--- src/rtl/tvp_pkg.sv ---
// package: shared constants, codes and types of the trapezoid velocity profile block
`timescale 1ns / 1ps

package tvp_pkg;

    localparam int DistW = 32;
    localparam int VelW  = 22;
    localparam int WorkW = 64;
    localparam int CfgIdxW = 2;

    localparam logic [CfgIdxW-1:0] REG_SPEED_LIMIT = 2'd0;
    localparam logic [CfgIdxW-1:0] REG_CREEP_SPEED = 2'd1;
    localparam logic [CfgIdxW-1:0] REG_ACCEL_RATE  = 2'd2;
    localparam logic [CfgIdxW-1:0] REG_CREEP_TIME  = 2'd3;

    localparam logic [VelW-1:0] SPEED_LIMIT_RST = VelW'(500000);
    localparam logic [VelW-1:0] CREEP_SPEED_RST = VelW'(20000);
    localparam logic [VelW-1:0] ACCEL_RATE_RST  = VelW'(500000);
    localparam logic [15:0]     CREEP_TIME_RST  = 16'd500;

    localparam logic [WorkW-1:0] MS_PER_S  = WorkW'(1000);
    localparam logic [WorkW-1:0] TWO_MS    = WorkW'(2000);
    localparam logic [WorkW-1:0] VEL_MAX   = WorkW'((64'd1 << VelW) - 64'd1);

    typedef enum logic [1:0] {
        ALU_MUL  = 2'd0,
        ALU_DIV  = 2'd1,
        ALU_SQRT = 2'd2
    } alu_op_t;

    typedef struct packed {
        logic             start;
        alu_op_t          op;
        logic [WorkW-1:0] arg_a;
        logic [WorkW-1:0] arg_b;
    } alu_req_t;

    typedef struct packed {
        logic             busy;
        logic             done;
        logic [WorkW-1:0] res;
        logic [WorkW-1:0] rem;
    } alu_rsp_t;

endpackage

--- src/rtl/tvp_alu.sv ---
// shared bit-serial unit: shift-add multiply, restoring divide, digit-by-digit square root
`timescale 1ns / 1ps

module tvp_alu
(
    input  logic              clk,
    input  logic              rst_n,
    input  tvp_pkg::alu_req_t req,
    output tvp_pkg::alu_rsp_t rsp
);

    logic                       busy_reg, busy_next;
    logic                       done_reg, done_next;
    tvp_pkg::alu_op_t           op_reg, op_next;
    logic [5:0]                 cnt_reg, cnt_next;
    logic [tvp_pkg::WorkW+1:0]  r_reg, r_next;
    logic [tvp_pkg::WorkW-1:0]  q_reg, q_next;
    logic [tvp_pkg::WorkW-1:0]  y_reg, y_next;
    logic [tvp_pkg::WorkW+1:0]  shifted;
    logic [tvp_pkg::WorkW+1:0]  trial;
    logic                       last;

    always_comb
    begin
        busy_next = busy_reg;
        done_next = 1'b0;
        op_next   = op_reg;
        cnt_next  = cnt_reg;
        r_next    = r_reg;
        q_next    = q_reg;
        y_next    = y_reg;
        shifted   = '0;
        trial     = '0;
        last      = 1'b0;
        if (!busy_reg)
        begin
            if (req.start)
            begin
                busy_next = 1'b1;
                op_next   = req.op;
                cnt_next  = '0;
                r_next    = '0;
                case (req.op)
                    tvp_pkg::ALU_MUL:
                    begin
                        q_next = req.arg_b;
                        y_next = req.arg_a;
                    end
                    tvp_pkg::ALU_DIV:
                    begin
                        q_next = req.arg_a;
                        y_next = req.arg_b;
                    end
                    default:
                    begin
                        q_next = '0;
                        y_next = req.arg_a;
                    end
                endcase
            end
        end
        else
        begin
            case (op_reg)
                tvp_pkg::ALU_MUL:
                begin
                    // multiplier bit by bit from the bottom
                    if (q_reg[0])
                    begin
                        r_next = r_reg + {2'b00, y_reg};
                    end
                    y_next = {y_reg[tvp_pkg::WorkW-2:0], 1'b0};
                    q_next = {1'b0, q_reg[tvp_pkg::WorkW-1:1]};
                    last   = (cnt_reg == 6'd63);
                end
                tvp_pkg::ALU_DIV:
                begin
                    shifted = {r_reg[tvp_pkg::WorkW:0], q_reg[tvp_pkg::WorkW-1]};
                    trial   = {2'b00, y_reg};
                    if (shifted >= trial)
                    begin
                        r_next = shifted - trial;
                        q_next = {q_reg[tvp_pkg::WorkW-2:0], 1'b1};
                    end
                    else
                    begin
                        r_next = shifted;
                        q_next = {q_reg[tvp_pkg::WorkW-2:0], 1'b0};
                    end
                    last = (cnt_reg == 6'd63);
                end
                default:
                begin
                    // two radicand bits per step, one root bit out
                    shifted = {r_reg[tvp_pkg::WorkW-1:0], y_reg[tvp_pkg::WorkW-1 -: 2]};
                    trial   = {32'd0, q_reg[31:0], 2'b01};
                    if (shifted >= trial)
                    begin
                        r_next = shifted - trial;
                        q_next = {q_reg[tvp_pkg::WorkW-2:0], 1'b1};
                    end
                    else
                    begin
                        r_next = shifted;
                        q_next = {q_reg[tvp_pkg::WorkW-2:0], 1'b0};
                    end
                    y_next = {y_reg[tvp_pkg::WorkW-3:0], 2'b00};
                    last   = (cnt_reg == 6'd31);
                end
            endcase
            cnt_next = cnt_reg + 6'd1;
            if (last)
            begin
                busy_next = 1'b0;
                done_next = 1'b1;
            end
        end
    end

    always_ff @(posedge clk or negedge rst_n)
    begin
        if (!rst_n)
        begin
            busy_reg <= 1'b0;
            done_reg <= 1'b0;
            op_reg   <= tvp_pkg::ALU_MUL;
            cnt_reg  <= '0;
        end
        else
        begin
            busy_reg <= busy_next;
            done_reg <= done_next;
            op_reg   <= op_next;
            cnt_reg  <= cnt_next;
        end
    end

    always_ff @(posedge clk)
    begin
        r_reg <= r_next;
        q_reg <= q_next;
        y_reg <= y_next;
    end

    assign rsp.busy = busy_reg;
    assign rsp.done = done_reg;
    assign rsp.res  = (op_reg == tvp_pkg::ALU_MUL) ? r_reg[tvp_pkg::WorkW-1:0] : q_reg;
    assign rsp.rem  = r_reg[tvp_pkg::WorkW-1:0];

endmodule

--- config.mk ---
export PLATFORM = sky130hd
export DESIGN_NAME = tvp_alu
export DESIGN_NICKNAME = d
export VERILOG_FILES = /design/src/rtl/tvp_pkg.sv /design/src/rtl/tvp_alu.sv
export SDC_FILE = /design/constraint.sdc
export NUM_CORES = 1
export LEC_CHECK = 0
export BUFFER_PORTS_ARGS = -buffer_cell sky130_fd_sc_hd__buf_2
export CORE_MARGIN = 4
export CORE_UTILIZATION = 30
export CTS_CLUSTER_DIAMETER = 100
export DETAILED_ROUTE_END_ITERATION = 8
export MAX_ROUTING_LAYER = met4
export PLACE_DENSITY = 0.56
export SKIP_LAST_GASP = 1
export SLEW_MARGIN = 25
export SYNTH_ARGS = -nofsm -noshare
export SYNTH_HDL_FRONTEND = slang
export SYNTH_SLANG_ARGS = --single-unit
--- constraint.sdc ---
create_clock -name clk -period 6.65 [get_ports clk]
set_input_delay 0.665 -clock clk [delete_from_list [all_inputs] [get_ports clk]]
set_output_delay 0.665 -clock clk [all_outputs]
set_load 0.005 [all_outputs]
After elaboration in Yosys (flattened, before gate mapping)
Cells that the tools add are included.

Add/sub/neg operators: 4. $lt $le $gt $ge: 2. Eq/ne operators: 6. Mux-type cells: 26. Bitwise gates (word level): 1. Reduce and logical (&&, ||, !) cells: 7.

Operators with widths (number): 64-bit two-way mux (6); 64-bit case mux with 2 select lines (3); 66-bit two-way mux (5); 66-bit case mux with 2 select lines (1); 66-bit by 64-bit adder with 66-bit output (1); 66-bit by 34-bit >= comparator with 1-bit output (1); 66-bit by 64-bit >= comparator with 1-bit output (1); 66-bit by 34-bit subtractor with 66-bit output (1); 66-bit by 64-bit subtractor with 66-bit output (1); 6-bit two-way mux (2); 1-bit two-way mux (9); 6-bit by 1-bit adder with 6-bit output, second input constant (1); 6-bit by 5-bit == test with 1-bit output, second input constant (1); 6-bit == test, second input constant (1); 2-bit AND reduction (3); 2-bit by 1-bit == test with 1-bit output, second input constant (2); 2-bit zero test (2); 3-bit != test, second input constant (1); 2-bit != test, second input constant (1); 2-bit nonzero test (1); 2-bit OR reduction (1); 1-bit NOT (1).

Bits in registers: 204. Output and inout port bits: 130. Word-level logic and storage cells: 53.

Depth between registers and ports, before layout
Depth in word-level cells: 6. Depth in mapped cells: 17. Depth with buffers taken out: 15.

Worst setup path before layout
OpenSTA, ideal clock, no wires.

Path type: reg2reg. From: register busy_reg. To: register r_reg[0] (netlist bit) (enable). Setup time: 527 ps. Arrival: 4512 ps. Setup slack: 1611 ps. Stages on the path, launching flop included: 5. Period minus slack after synthesis: 5039 ps. Cells stage by stage: dfrtp_1 > clkbuf_1 > clkbuf_1 > clkbuf_1 > a31oi_1.

Word-level cells in the longest chain between the ends: 2.

RTL lines: from (decl) (RTL line tvp_alu.sv:12) `logic busy_reg, busy_next;`; from (signal assigned) (RTL line tvp_alu.sv:131) `busy_reg <= busy_next;`; 3-bit != test (no source line) or 2-bit nonzero test (tied branches); 2-bit AND reduction (no source line) *; to (signal assigned) (RTL line tvp_alu.sv:140) `r_reg <= r_next;`; to (decl) (RTL line tvp_alu.sv:16) `logic [tvp_pkg::WorkW+1:0] r_reg, r_next;`.

Mark *: on every way between the ends. The rest lies on a longest branch, timed or not. A chain may end at the register's enable or synchronous reset.

Final worst setup path
From: register r_reg[0] (netlist bit). To: register r_reg[56] (netlist bit) (data pin).

Word-level cells in the longest chain between the ends: 4.

RTL lines: 66-bit by 34-bit subtractor with 66-bit output (tied with other cells) (RTL line tvp_alu.sv:99) `r_next = shifted - trial;`; 66-bit two-way mux (on tied branches) (RTL line tvp_alu.sv:97, tvp_alu.sv:68, tvp_alu.sv:80); 66-bit case mux with 2 select lines * (RTL line tvp_alu.sv:64) `case (op_reg)`; 66-bit two-way mux * (RTL line tvp_alu.sv:35) `if (!busy_reg)`.

Mark *: on every way between the ends. The rest lies on a longest branch, timed or not. The select of a mux whose other input is x is not followed.

==> run_results.csv <==
group,metric,value,unit
placement,port_buffers,262,
global_routing,grt_overflow_total,0,
timing,setup_viol,0,
run_status,outcome,"complete, no violations",
min_path,hold_path_class,"in2reg",
cells_and_area,area_delta_synth_final,11.2,%
clocking,cts_buffer_depth,3,
timing,hold_violations,0,
route,drtIter0Drc,2580,
timing,worst_slew_pin_slew,1110,ps
worst_setup_path,cp_max_fo,8,
yosys,yosysMostFrequentCell,"nand2_1",
timing,fin_crit_sh,0.750,
yosys,synth_common_cells,"nand2_1 (569), a21oi_1 (228), o21ai_0 (216)",
global_routing,grt_pass1_vias,23500,
yosys,synthAdderAreaFrac,0.0864,
yosys,synthCells,3169,
yosys,synth.net_count,3467,
global_routing,grt_pass1_wl,147000,µm
worst_setup_path,cp-end-kind,"register",
floorplanning,core_area,79300,µm²
worst_setup_path,worstSetupPathType,"reg2reg",
cells_and_area,nets,3522,
placement,place_congestion,0.969,
timing,slew_violations,0,
timing,max_slew_margin,0.261,
timing,finalClockSkew,18.3,ps
yosys,synth_top_family_by_area,"compound AO/OA/AOI/OAI gates",
yosys,synth_ff_type,"edfxtp_1",
route,drt_wl_total,97600,µm
clocking,clock-sinks,203,
clocking,cts_tree,"yes",
cells_and_area,multi_input_area,16300,µm²
clocking,cts_htree_levels,1,
route,wl_per_cell,22.7,µm
yosys,yosysUniqueCellTypes,87,
global_routing,grt_usage,0.225,
cells_and_area,largest_reg_flops,65,
route,dr_total_vias,24400,
clocking,cts_setup_buffers,0,
flow_run,drv_cap,0,
floorplanning,dieArea,84800,µm²
floorplanning,die_w,291,µm
yosys,synth_top_area_frac,0.241,
floorplanning,ios,263,
floorplanning,die_height,291,µm
clocking,clkTransAtPathRegs,60,ps
yosys,synth_edf_count,193,
timing,setup_slack,1660,ps
placement,place_hpwl,73300,µm
yosys,yosysWarnings,0,
yosys,synth_compound_area_frac,0.277,
placement,dp_slack,1770,ps
timing,fmax,201,MHz
route,postRouteAntennaNets,0,
timing,min_period,4990,ps
cells_and_area,drive_above_1_share,0.124,
yosys,postSynthAreaPerCell,7.60,µm²
yosys,synthArstFlopShare,0.0493,
worst_setup_path,critPathArrivalTime,5300,ps
yosys,syn_area,24100,µm²
clocking,cts-buffers-inserted,30,
timing,rsz0062_at_grt,"false",
clocking,cts-root-buf,"clkbuf_16",
yosys,synth.mux.area_fraction,0.0455,
floorplanning,start_util,0.304,
yosys,synth-simple-area-share,0.202,
yosys,ys_seq_area_frac,0.251,
route,via_per_inst,5.68,
timing,setup_tns,0,ps
global_routing,grt_max_degree,135,
worst_setup_path,crit_path_start_kind,"register",
route,drc,0,
route,dr.pass1.iters,6,
floorplanning,num_rows,103,
cells_and_area,regArea,6050,µm²
yosys,synth-seq-cells,203,
global_routing,antenna_found_initial,7,
worst_setup_path,crit_required,6960,ps
clocking,insertion_delay,600,ps
yosys,synth_area_leader_cell,"edfxtp_1",
cells_and_area,nFillCells,8493,
yosys,synth_area_leaders,"edfxtp_1 (24%), nand2_1 (8.9%), ha_1 (8.5%)",
yosys,synth_xor_area_frac,0.0611,
-- cell usage in the layout, fill, tap and decap left out, types with 10 or more instances in the layout --
cell       count
clkbuf_16     31
o211ai_1      26
nor4_1        21
o22ai_1       38
a31oi_1       98
a211oi_1     101
ha_1         163
o31ai_1       11
and3_1        14
nor2b_1       76
a22oi_1       10
o21ai_0      216
mux2i_1       87
nand3_1       44
buf_2        261
nand4_1       57
a21boi_0      41
a21oi_1      228
xnor2_1       99
o21bai_1      30
or3_1         19
inv_1        147
xor2_1        69
a21o_1        83
o21a_1        31
mux2_2        20
nand2_1      568
nor2_1       157
edfxtp_1     193
nor3_1        44
a221oi_1      15
nand2b_1      13
buf_4         28
-- worst max-delay path, cell delays in order (launching register included) --
cell	delay, ps
edfxtp_1	550
ha_1	260
inv_1	70
fa_1	410
nand2b_1	190
a21oi_1	330
o21ai_0	260
a2111oi_2	870
buf_4	240
o2111ai_1	260
a21boi_0	280
buf_4	200
a21bo_2	240
a31oi_1	120
xnor2_1	170
a22oi_1	160
o22ai_1	100
-- final cells by class --
| type | count | share of cell area |
|---|---|---|
| multi-input cells | 2545 | 0.607 |
| flip-flops and latches | 203 | 0.226 |
| inverters | 149 | 0.0209 |
| diodes | 5 | 0.000468 |
| clock inverters | 14 | 0.00402 |
| well taps | 1050 | 0.0491 |
| repair buffers | 295 | 0.0604 |
| clock buffers | 41 | 0.0315 |
-- path summary, 6_finish.rpt --
check                                           to                   start  slack, ps  cells past startpoint
max reg2reg                r_reg[56]$_SDFFCE_PN0P_  r_reg[0]$_SDFFCE_PN0P_       1660                     16
max in group asynchronous       busy_reg$_DFF_PN0_                   rst_n       5940                      2
min in group asynchronous   cnt_reg[2]$_DFFE_PN0P_                   rst_n        490                      2
min                         cnt_reg[1]$_DFFE_PN0P_                req[130]        350                      2
min reg2reg                 cnt_reg[5]$_DFFE_PN0P_  cnt_reg[5]$_DFFE_PN0P_        500                      1
max                        r_reg[56]$_SDFFCE_PN0P_  r_reg[0]$_SDFFCE_PN0P_       1660                     16
-- metal layers --
metal,track usage,vias up,part of all wire
met5,-,-,0
met4,0.0486,0,0.021
met1,0.307,11800,0.46
met3,0.0291,120,0.064
met2,0.358,831,0.46
li1,-,11700,-
-- logic make-up (layout without fill, tap and decap cells) --
logic type	Yosys count	count (layout)
other cells	0	5
compound gates	1035	1035
xor+xnor	168	168
buf+inv	421	499
fa+ha+maj	165	165
simple gates	1070	1070
flops	203	203
mux	107	107
-- what timing repair did --
action / CTS / global route
hold endpoints to repair: 10 / 0
gates resized for setup: 0 / 0
hold buffers: 1 / 0
-- per-stage QoR --
stage	hold slack [ps]	cell area (µm²)	util	cells
final	350	26800	0.338	4302
after global placement	493	25800	0.325	4241
after detailed placement	491	25800	0.325	4241
after CTS	316	26700	0.337	4297
after floorplan	369	24100	-	3169
after global routing	371	26800	0.338	4302
Power is left out: the tool's default activity adds up to more than one toggle a clock period on the data nets, which glitch-free logic cannot reach.
